## config.mk

```make
export PLATFORM = sky130hd
export DESIGN_NAME = status_report_record_parser
export DESIGN_NICKNAME = d
export VERILOG_FILES = /design/src/design/srrp_pkg.sv /design/src/design/srrp_parser.sv /design/src/design/status_report_record_parser.sv
export SDC_FILE = /design/constraint.sdc
export NUM_CORES = 1
export LEC_CHECK = 0
export BUFFER_PORTS_ARGS = -buffer_cell sky130_fd_sc_hd__buf_4
export CAP_MARGIN = 20
export CORE_AREA = 2 2 144 146
export DETAILED_ROUTE_END_ITERATION = 12
export DIE_AREA = 0 0 146 148
export PLACE_DENSITY = 0.72
export REMOVE_ABC_BUFFERS = 1
export SYNTH_ARGS = -nofsm -noshare
export SYNTH_HDL_FRONTEND = slang
export SYNTH_SLANG_ARGS = --single-unit
```

## constraint.sdc

```tcl
create_clock -name clk_i -period 5.9 [get_ports clk_i]
set_input_delay 1.18 -clock clk_i [delete_from_list [all_inputs] [get_ports clk_i]]
set_output_delay 1.18 -clock clk_i [all_outputs]
set_load 0.02 [all_outputs]
```

## src/design/srrp_pkg.sv

```systemverilog
// Shared types and constants for the status report record parser.
// Depends on nothing; used by srrp_parser and status_report_record_parser.
package srrp_pkg;

  localparam int unsigned MaxEidLength = 65535;
  localparam int unsigned MaxSdnvBytes = 10;

  localparam logic [3:0] REC_TYPE_STATUS = 4'd1;
  localparam logic [63:0] EID_LEN_MIN    = 64'd5;
  localparam logic [63:0] EID_LEN_MAX    = 64'(MaxEidLength);

  // Parse phases double as field identifiers of the reported word.
  localparam logic [4:0] PH_HEADER  = 5'd0;
  localparam logic [4:0] PH_FLAGS   = 5'd1;
  localparam logic [4:0] PH_REASON  = 5'd2;
  localparam logic [4:0] PH_FRAGOFS = 5'd3;
  localparam logic [4:0] PH_FRAGLEN = 5'd4;
  localparam logic [4:0] PH_TIME0   = 5'd5;
  localparam logic [4:0] PH_TIMEEND = 5'd14;
  localparam logic [4:0] PH_EIDLEN  = 5'd17;
  localparam logic [4:0] PH_EIDBYTE = 5'd18;

  localparam int unsigned LenWidth = 17;

  typedef enum logic [2:0] {
    ERR_NONE      = 3'd0,
    ERR_TYPE      = 3'd1,
    ERR_SDNV_LONG = 3'd2,
    ERR_EID_LEN   = 3'd3,
    ERR_TRUNC     = 3'd4
  } err_e;

  typedef struct packed {
    logic [4:0]          fid;
    logic [63:0]         value;
    err_e                err;
    logic                done;
    logic [LenWidth-1:0] len;
  } result_t;

endpackage

```

## src/design/srrp_parser.sv

```systemverilog
// Record parse state and the combinational step that consumes one record byte.
// Depends on srrp_pkg for phase codes, error codes and the result struct.
module srrp_parser (
  input  logic              clk_i,
  input  logic              rst_ni,
  input  logic              step_i,
  input  logic [7:0]        byte_i,
  input  logic              eoi_i,
  output logic              have_o,
  output srrp_pkg::result_t res_o
);
  import srrp_pkg::*;

  logic [4:0]          phase_q, phase_d;
  logic [63:0]         acc_q, acc_d;
  logic [3:0]          cnt_q, cnt_d;
  logic                frag_q, frag_d;
  logic [7:0]          flags_q, flags_d;
  logic [15:0]         eid_q, eid_d;
  logic [LenWidth-1:0] cons_q, cons_d;
  logic                disc_q, disc_d;

  logic [LenWidth-1:0] cons_inc;
  logic [63:0]         acc_shift;
  logic [3:0]          cnt_inc;
  logic [15:0]         eid_left;
  logic                have;
  result_t             res;

  // First field phase after p that this record actually carries.
  function automatic logic [4:0] next_phase(input logic [4:0] p, input logic frag,
                                            input logic [7:0] flags);
    logic [4:0] r;
    logic [4:0] c;
    logic       pres;
    r = PH_EIDLEN;
    for (int i = 16; i >= 3; i--) begin
      c = 5'(i);
      if (c == PH_FRAGOFS || c == PH_FRAGLEN) begin
        pres = frag;
      end else if (c >= PH_TIME0 && c <= PH_TIMEEND) begin
        pres = flags[3'((i - 5) >> 1)];
      end else begin
        pres = 1'b1;
      end
      if (c > p && pres) begin
        r = c;
      end
    end
    return r;
  endfunction

  assign cons_inc  = cons_q + 1'b1;
  assign acc_shift = {acc_q[56:0], byte_i[6:0]};
  assign cnt_inc   = cnt_q + 1'b1;
  assign eid_left  = (eid_q != '0) ? eid_q - 1'b1 : eid_q;

  always_comb begin
    phase_d   = phase_q;
    acc_d     = acc_q;
    cnt_d     = cnt_q;
    frag_d    = frag_q;
    flags_d   = flags_q;
    eid_d     = eid_q;
    cons_d    = cons_q;
    disc_d    = disc_q;
    have      = 1'b0;
    res.fid   = phase_q;
    res.value = '0;
    res.err   = ERR_NONE;
    res.done  = 1'b0;
    res.len   = '0;

    if (disc_q) begin
      if (eoi_i) begin
        disc_d = 1'b0;
      end
    end else begin
      cons_d = cons_inc;
      if (phase_q == PH_HEADER) begin
        if (byte_i[7:4] != REC_TYPE_STATUS) begin
          res.err = ERR_TYPE;
        end else begin
          frag_d    = byte_i[0];
          res.value = {63'd0, byte_i[0]};
          have      = 1'b1;
          phase_d   = PH_FLAGS;
        end
      end else if (phase_q == PH_FLAGS) begin
        flags_d   = byte_i;
        res.value = {56'd0, byte_i};
        have      = 1'b1;
        phase_d   = PH_REASON;
      end else if (phase_q == PH_REASON) begin
        res.value = {56'd0, byte_i};
        have      = 1'b1;
        phase_d   = next_phase(PH_REASON, frag_q, flags_q);
      end else if (phase_q <= PH_EIDLEN) begin
        if (acc_q[63:57] != '0) begin
          res.err = ERR_SDNV_LONG;
        end else begin
          acc_d = acc_shift;
          cnt_d = cnt_inc;
          if (byte_i[7]) begin
            if (cnt_inc >= 4'(MaxSdnvBytes)) begin
              res.err = ERR_SDNV_LONG;
            end
          end else begin
            res.value = acc_shift;
            acc_d     = '0;
            cnt_d     = '0;
            if (phase_q == PH_EIDLEN) begin
              if (acc_shift < EID_LEN_MIN || acc_shift > EID_LEN_MAX) begin
                res.err = ERR_EID_LEN;
              end else begin
                eid_d   = acc_shift[15:0];
                have    = 1'b1;
                phase_d = PH_EIDBYTE;
              end
            end else begin
              have    = 1'b1;
              phase_d = next_phase(phase_q, frag_q, flags_q);
            end
          end
        end
      end else begin
        // Any phase past the EID length passes record bytes through.
        res.fid   = PH_EIDBYTE;
        res.value = {56'd0, byte_i};
        have      = 1'b1;
        eid_d     = eid_left;
        res.done  = (eid_left == '0);
      end

      if (res.err != ERR_NONE) begin
        if (res.err != ERR_EID_LEN) begin
          res.value = '0;
        end
        res.done = 1'b1;
        if (!eoi_i) begin
          disc_d = 1'b1;
        end
      end else if (res.done) begin
        res.len = cons_inc;
      end else if (eoi_i) begin
        res.err  = ERR_TRUNC;
        res.done = 1'b1;
        if (!have) begin
          res.fid   = phase_q;
          res.value = '0;
        end
      end

      if (res.done) begin
        have    = 1'b1;
        phase_d = PH_HEADER;
        acc_d   = '0;
        cnt_d   = '0;
        frag_d  = 1'b0;
        flags_d = '0;
        eid_d   = '0;
        cons_d  = '0;
      end
    end
  end

  assign have_o = have;
  assign res_o  = res;

  always_ff @(posedge clk_i or negedge rst_ni) begin
    if (!rst_ni) begin
      phase_q <= PH_HEADER;
      acc_q   <= '0;
      cnt_q   <= '0;
      frag_q  <= 1'b0;
      flags_q <= '0;
      eid_q   <= '0;
      cons_q  <= '0;
      disc_q  <= 1'b0;
    end else if (step_i) begin
      phase_q <= phase_d;
      acc_q   <= acc_d;
      cnt_q   <= cnt_d;
      frag_q  <= frag_d;
      flags_q <= flags_d;
      eid_q   <= eid_d;
      cons_q  <= cons_d;
      disc_q  <= disc_d;
    end
  end

  a_phase_range: assert property (@(posedge clk_i) disable iff (!rst_ni)
    phase_q <= PH_EIDBYTE) else $error("parse phase out of range");

  a_eid_pending: assert property (@(posedge clk_i) disable iff (!rst_ni)
    phase_q == PH_EIDBYTE |-> eid_q != '0) else $error("EID phase with no bytes left");

  a_sdnv_count: assert property (@(posedge clk_i) disable iff (!rst_ni)
    cnt_q < 4'(MaxSdnvBytes)) else $error("SDNV byte count overran");

  a_discard_quiet: assert property (@(posedge clk_i) disable iff (!rst_ni)
    step_i && disc_q |-> !have) else $error("result produced while discarding");

  a_good_length: assert property (@(posedge clk_i) disable iff (!rst_ni)
    step_i && have && res.done && res.err == ERR_NONE |-> res.len >= LenWidth'(11))
    else $error("completed record shorter than the minimum");

endmodule

```

## src/design/status_report_record_parser.sv

```systemverilog
// Top level of the bundle status report record parser: stream ports,
// input word register and result register. Depends on srrp_pkg and srrp_parser.
//
//  Channel   Dir  tdata bits (low first)                  tuser (low first)       tlast
//  s_axis    in   [7:0] data_byte                         -                       end_of_input
//  m_axis    out  [63:0] field_value, [80:64] record_len  [4:0] field_id,         record_done
//                 [87:81] zero                            [7:5] error_code
//
// One record byte is taken per cycle while m_axis does not stall. A byte is parsed while
// it sits in the input register; any result word it yields goes into the result register.
// Parsing a byte is a single pass through one 64-bit shift/compare and the phase skip.
// Reset clears the parse state and both valid flags; the block is ready right after it.
// A stall on m_axis holds the result; s_axis keeps flowing while the result register
// can be emptied or overwritten in the same cycle.
module status_report_record_parser (
  input  logic        clk_i,
  input  logic        rst_ni,
  input  logic        s_axis_tvalid_i,
  output logic        s_axis_tready_o,
  input  logic [7:0]  s_axis_tdata_i,   // data_byte
  input  logic        s_axis_tlast_i,   // end_of_input
  output logic        m_axis_tvalid_o,
  input  logic        m_axis_tready_i,
  output logic [87:0] m_axis_tdata_o,   // field_value [63:0], record_length [80:64], zero
  output logic [7:0]  m_axis_tuser_o,   // field_id [4:0], error_code [7:5]
  output logic        m_axis_tlast_o    // record_done
);
  import srrp_pkg::*;

  logic       in_valid_q;
  logic [7:0] in_byte_q;
  logic       in_last_q;

  logic       out_valid_q;
  result_t    out_res_q;

  logic       out_free;
  logic       step;
  logic       have;
  result_t    res;

  // The result register can take a new word when empty or being drained now.
  assign out_free        = !out_valid_q || m_axis_tready_i;
  assign step            = in_valid_q && out_free;
  assign s_axis_tready_o = !in_valid_q || step;

  srrp_parser u_parser (
    .clk_i  (clk_i),
    .rst_ni (rst_ni),
    .step_i (step),
    .byte_i (in_byte_q),
    .eoi_i  (in_last_q),
    .have_o (have),
    .res_o  (res)
  );

  always_ff @(posedge clk_i or negedge rst_ni) begin
    if (!rst_ni) begin
      in_valid_q  <= 1'b0;
      out_valid_q <= 1'b0;
    end else begin
      if (s_axis_tready_o) begin
        in_valid_q <= s_axis_tvalid_i;
      end
      if (out_free) begin
        out_valid_q <= step && have;
      end
    end
  end

  // Payload registers carry no reset; the valid flags qualify them.
  always_ff @(posedge clk_i) begin
    if (s_axis_tready_o && s_axis_tvalid_i) begin
      in_byte_q <= s_axis_tdata_i;
      in_last_q <= s_axis_tlast_i;
    end
    if (step && have) begin
      out_res_q <= res;
    end
  end

  assign m_axis_tvalid_o = out_valid_q;
  assign m_axis_tdata_o  = {7'd0, out_res_q.len, out_res_q.value};
  assign m_axis_tuser_o  = {out_res_q.err, out_res_q.fid};
  assign m_axis_tlast_o  = out_res_q.done;

  a_out_hold: assert property (@(posedge clk_i) disable iff (!rst_ni)
    out_valid_q && !m_axis_tready_i |=> out_valid_q && $stable(out_res_q))
    else $error("stalled result changed");

  a_in_hold: assert property (@(posedge clk_i) disable iff (!rst_ni)
    in_valid_q && !out_free |=> in_valid_q && $stable(in_byte_q))
    else $error("pending input word lost");

  a_done_len: assert property (@(posedge clk_i) disable iff (!rst_ni)
    out_valid_q && out_res_q.err != ERR_NONE |-> out_res_q.done && out_res_q.len == '0)
    else $error("error result not closing the record");

endmodule
```

Yosys cells after proc, flatten, opt, wreduce, memory -nomap -nowiden. Cells that the tools add are included.

Word-level logic and storage cells: 274. Output and inout bits: 99. Register bits: 213.

Equality and inequality tests: 18. Bitwise logic cells: 2. Multiplexer cells: 182. Add/subtract/negate cells: 3. Order comparisons: 16. Reduce and logical (&&, ||, !) cells: 36.

Operators by type and width (count): $mux 64 (14); $mux 16 (10); $mux 5 (32); $mux 73 (2); $mux 67 (2); $mux 1 (98); $mux 90 (1); $mux 69 (1); $gt 64x16->1 const B (1); $lt 64x3->1 const B (1); $mux 17 (3); $mux 4 (12); $gt 4x5->1 const A (6); $gt 3x5->1 const A (4); $add 17x1->17 const B (1); $logic_not 16->1 (1); $reduce_bool 16->1 (1); $sub 16x1->16 const B (1); $logic_and 1x1->1 (15); $mux 3 (5); $ne 3x3->1 const B (5); $reduce_and 7->1 (2); $ne 2x2->1 const B (5); $reduce_and 9->1 (1); 25 further kinds (33).

Longest topological paths before layout.
Depth in word-level cells: 30. Gate-level depth with buffers: 12.

Hierarchy. Synthesis repeated with hierarchy kept, for this count alone.

Cells, all modules: 826. Area total of the unflattened synthesis: 9784.4 um^2.

By module, submodules not included: srrp_parser (cells an instance 709, instances 1, area each 6643.9 um^2); status_report_record_parser (cells an instance 117, instances 1, area each 3140.5 um^2).

Worst setup path after synthesis. Ideal clock, no wire load.

Path type: register -> register. Start: register in_byte_q[5]. End: register out_res_q, in the netlist m_axis_tdata_o[0], enable pin. Setup slack: -0.662 ns. Stages on the path, launching flop included: 10. Required time: 5.361 ns. Buffers on the path: 2. Clock period less this slack: 6.562 ns. Arrival: 6.023 ns. Cell sequence: edfxtp_1 > or4_1 > nor3_1 > a2111oi_4 > o221ai_1 > or2_1 > buf_2 > buf_1 > nor2_1 > nor2_1.

Longest elaborated chain between the ends: 17.

RTL lines: start: declaration (RTL line status_report_record_parser.sv:31) `logic [7:0] in_byte_q;`; start signal: assignment (RTL line status_report_record_parser.sv:74) `in_byte_q <= s_axis_tdata_i;`; $lt 64x3->1 / $gt 64x16->1 (equally long branches) (RTL line srrp_parser.sv:113) `if (acc_shift < EID_LEN_MIN || acc_shift > EID_LEN_MAX) begin`; $logic_or 1x1->1 (RTL line srrp_parser.sv:113); $mux 2 (RTL line srrp_parser.sv:113); $mux 3 (RTL line srrp_parser.sv:112) `if (phase_q == PH_EIDLEN) begin`; $mux 3 (RTL line srrp_parser.sv:104) `if (byte_i[7]) begin`; $mux 3 (RTL line srrp_parser.sv:99) `if (acc_q[63:57] != '0) begin`; $mux 3 (RTL line srrp_parser.sv:98) `end else if (phase_q <= PH_EIDLEN) begin`; $mux 4 (RTL line srrp_parser.sv:94) `end else if (phase_q == PH_REASON) begin`; $mux 4 (RTL line srrp_parser.sv:89) `end else if (phase_q == PH_FLAGS) begin`; $mux 67 (RTL line srrp_parser.sv:80) `if (phase_q == PH_HEADER) begin`; $mux 67 (RTL line srrp_parser.sv:74) `if (disc_q) begin`; $reduce_bool 3->1 (RTL line srrp_parser.sv:135) `if (res.err != ERR_NONE) begin`; $mux 1 (RTL line srrp_parser.sv:135); $mux 1 (RTL line srrp_parser.sv:74); $mux 1 * (RTL line srrp_parser.sv:154) `if (res.done) begin`; $mux 1 * (RTL line srrp_parser.sv:74); $logic_and 1x1->1 * (RTL line status_report_record_parser.sv:77) `if (step && have) begin`; end signal: assignment (RTL line status_report_record_parser.sv:78) `out_res_q <= res;`; end: declaration (RTL line status_report_record_parser.sv:35) `result_t out_res_q;`.

Every way passes the cells marked *; elsewhere a longest branch is shown, timed or not. The select of a mux whose other input is x is not followed. A chain may end at the register's enable or synchronous reset.

Final worst setup path.
Start: register u_parser.eid_q[0]. End: register u_parser.acc_q[6].

Longest elaborated chain between the ends: 13.

RTL lines: start: declaration (RTL line srrp_parser.sv:19) `logic [15:0] eid_q, eid_d;`; start signal: assignment (RTL line srrp_parser.sv:186) `eid_q <= eid_d;`; $sub 16x1->16 / $reduce_bool 16->1 (equally long branches) (RTL line srrp_parser.sv:56) `assign eid_left = (eid_q != '0) ? eid_q - 1'b1 : eid_q;`; $mux 16 * (RTL line srrp_parser.sv:56); $logic_not 16->1 * (RTL line srrp_parser.sv:132) `res.done = (eid_left == '0);`; $mux 1 * (RTL line srrp_parser.sv:98); $mux 4 * (RTL line srrp_parser.sv:94); $mux 4 * (RTL line srrp_parser.sv:89); $mux 1 * (RTL line srrp_parser.sv:80); $mux 1 * (RTL line srrp_parser.sv:74); $mux 73 * (RTL line srrp_parser.sv:143) `end else if (res.done) begin`; $mux 1 * (RTL line srrp_parser.sv:135); $mux 1 * (RTL line srrp_parser.sv:74); $ne 2x2->1 (no line) / $reduce_bool 2->1 (equally long branches); $reduce_and 7->1 (no line); end signal: assignment (RTL line srrp_parser.sv:173) `acc_q <= '0;`; end signal: assignment (RTL line srrp_parser.sv:182) `acc_q <= acc_d;`; end: declaration (RTL line srrp_parser.sv:15) `logic [63:0] acc_q, acc_d;`.

Marked as above.

==> impl_metrics.yaml <==
run_status:
  status: "completed"
place:
  place_ws_ns: 1.75
  place.gp.congestion: 0.929
  placed_cells: 1174
  io_buffers: 104
  hpwlAfterDp_um: 15300
clocking:
  clkSinkCount: 213
  ctsResizeCount: 0
  htree_num_levels: 1
  cts_hold_buf: 0
  cts_buffers: 23
  cts_tree: "built"
  clk_pin_slew_ns: 0.06
  postCtsSetupRepairBufs: 0
  clkLatencyLatePin_ns: 0.52
  cts.path.max_buffers: 3
  root_buffer: "clkbuf_16"
synth:
  synthArstFlopShare_pct: 53.5
  synth_edf_count: 99
  synth_area_sq_um: 9870
  synth_area_per_cell_sq_um: 11.7
  yosysWarningCount: 0
  ys_types: 71
  synthCells: 841
  ys_seq_area_share_pct: 59.0
  ys_ff_latch: 213
  yosys_most_used_dff: "dfrtp_1"
route:
  wirelength_um: 23100
  postRouteAntennaNets: 0
  dr.first_iter.drc_count: 515
  routed_via_density: 5.93
  firstDrtPassIters: 5
  drc: 0
  wl_per_cell_um: 19.0
  dr_total_vias: 7213
global_routing:
  grt_max_degree: 73
  grt_pass1_vias: 6911
  antenna_found_initial: 0
  grt-ovfl-total: 0
  grt_pass1_wl_um: 36700
  grt_use_total_pct: 21.1
sta:
  timing.hold.ws_ns: 0.502
  skew_ns: 0.0265
  worst_pin_slew_ns: 0.964
  finalSetupTns_ns: 0
  slew_violations: 0
  relSlewSlack_pct: 35.7
  setup_ws_ns: 1.64
  period_minus_slack_ns: 4.26
  rsz0062_at_grt: "no"
  hold_viol: 0
  setup_violations: 0
  fin_crit_sh_pct: 72.1
  fmax_mhz: 235
floorplanning:
  dieArea_sq_um: 21600
  start_util_pct: 49.3
  core_sq_um: 20000
  num_rows: 52
  ios: 112
  die_h_um: 148
  die_w_um: 146
power:
  switchingPower_w: 0.00108
  irDropWorstVdd_mv: 0.228
  seq_power_share_pct: 47.1
  share_comb_of_total_power_pct: 16.8
  power.density_nw_per_um2: 327
  p_leak_nw: 4.81
  clkPwrFrac_pct: 36.1
  intPower_w: 0.00271
  netSwitchingFraction_pct: 28.4
critical_path:
  cp.arrival_ns: 4.70
  crit_required_ns: 6.35
  r2r_slack_ns: 1.64
  reg2reg_from: "u_parser.eid_q[0]"
  start_kind: "flip-flop"
  critPathLaunch: "u_parser.eid_q[0]"
  reg2reg_depth: 11
  cp_max_fo: 36
  worst-setup-path-type: "flip-flop to flip-flop"
  worst_setup_path_end_kind: "flip-flop"
  worst_r2r_endpoint: "u_parser.acc_q[6]"
min_path:
  min_path_type: "flip-flop to flip-flop"
  holdPathStages: 1
  hold_start: "u_parser.acc_q[62]"
  holdPathEnd: "u_parser.acc_q[62]"
finish:
  multi_input_comb_area_sq_um: 3730
  regArea_sq_um: 5830
  layout-drive-gt1-share_pct: 19.1
  fillerInstances: 1728
  layout_commonest_cell: "buf_4"
  fin_cells: 1217
  antenna_cells: 0
  final_nets: 947
  layout_common_cells: "buf_4, dfrtp_1, edfxtp_1"
  area_delta_synth_final_pct: 17.3
run:
  drv_cap: 0
==> metal layers <==
layer | share of wire [%] | global-route usage [%] | up-vias
met3 | 5.6 | 2.87 | 57
li1 | - | - | 3335
met5 | 0 | 0 | -
met2 | 48 | 35.0 | 263
met4 | 3.0 | 7.57 | 0
met1 | 44 | 28.9 | 3558
==> Yosys cell counts (8+ instances only) <==
library cell,count,share of area (%)
a21oi_1,15,0.76
a22o_1,83,7.4
a31oi_1,8,0.51
a32o_1,17,1.7
and2_1,68,4.3
and3_1,9,0.57
buf_2,20,1.0
buf_4,8,0.61
clkbuf_1,28,1.1
dfrtp_1,114,29
edfxtp_1,99,30
inv_1,18,0.68
mux2i_1,9,0.91
nand2_1,42,1.6
nand2b_1,8,0.51
nand3_1,14,0.71
nand4_1,12,0.76
nor2_1,59,2.2
nor2b_1,9,0.57
nor3_1,23,1.2
nor4_1,20,1.3
o21ai_0,32,1.6
o31ai_1,16,1.2
xnor2_1,10,0.89
==> critical path, stage by stage (launching register included) <==
cell	delay [ns]
dfrtp_1	0.44
inv_1	0.10
ha_1	0.41
nor4b_1	0.46
nand4_2	0.27
and3_1	0.26
o2111ai_1	0.34
nor4_4	0.11
buf_4	0.23
o31ai_4	0.85
buf_4	0.49
a22o_1	0.21
==> stage by stage <==
| stage | power (W) | cell area, sq um | util, % |
|---|---|---|---|
| after CTS | 0.00381 | 11600 | 57.8 |
| after global placement | 0.00245 | 10900 | 54.2 |
| after global routing | 0.00393 | 11600 | 57.8 |
| final | 0.00379 | 11600 | 57.8 |
| after floorplan | 0.00216 | 9600 | - |
| after detailed placement | 0.00245 | 10900 | 54.2 |
==> cell families (layout without fill, tap and decap cells) <==
logic type | after synthesis | count (layout) | synth area share (%)
xor gates and xnor gates | 15 | 15 | 1.33
other | 1 | 7 | 0.0380
and+or+nand+nor | 301 | 301 | 16.9
muxes | 12 | 12 | 1.25
DFF | 213 | 213 | 59.0
adders and majority gates | 5 | 5 | 0.608
AOI/OAI and AO/OA | 215 | 215 | 17.2
buffers and inverters | 79 | 179 | 3.64
==> final cells by class <==
type                            count  area share [%]
Sequential cell                   213            50.3
Multi-Input combinational cell    555            32.2
Tap cell                          270            2.92
Clock buffer                       30            5.37
Clock inverter                     12           0.821
Inverter                           18           0.583
Timing Repair Buffer              119            7.82
==> state kept, by name (all words and copies together), names as in the netlist <==
| signal | cells |
|---|---|
| u_parser.cnt_q | 4 |
| u_parser.flags_q | 4 |
| u_parser.phase_q | 5 |
| u_parser.cons_q | 17 |
| u_parser.eid_q | 16 |
| m_axis_tlast_o | 1 |
| u_parser.acc_q | 64 |
| in_byte_q | 8 |
| u_parser.frag_q | 1 |
| m_axis_tuser_o | 8 |
| m_axis_tvalid_o | 1 |
| in_last_q | 1 |
| u_parser.disc_q | 1 |
| in_valid_q | 1 |
| m_axis_tdata_o | 81 |
==> worst max-delay path by stage <==
stage	end	depth (start not counted)
finish	u_parser.acc_q[6]	11
global route	u_parser.acc_q[6]	11
CTS	u_parser.acc_q[6]	11
detailed placement	u_parser.acc_q[6]	11
global placement	u_parser.acc_q[35]	11
floorplan	m_axis_tdata_o[0]	6
==> power by group through the flow <==
stage | clock network, W | logic, W | registers, W
3_3_place_gp | 0 | 0.000631 | 0.00181
6_report | 0.00137 | 0.000638 | 0.00178
3_5_place_dp | 0 | 0.000641 | 0.00181
5_1_grt | 0.00145 | 0.000681 | 0.00180
2_1_floorplan | 0 | 0.000215 | 0.00195
4_1_cts | 0.00139 | 0.000641 | 0.00179
(Power assumes the default switching activity.)
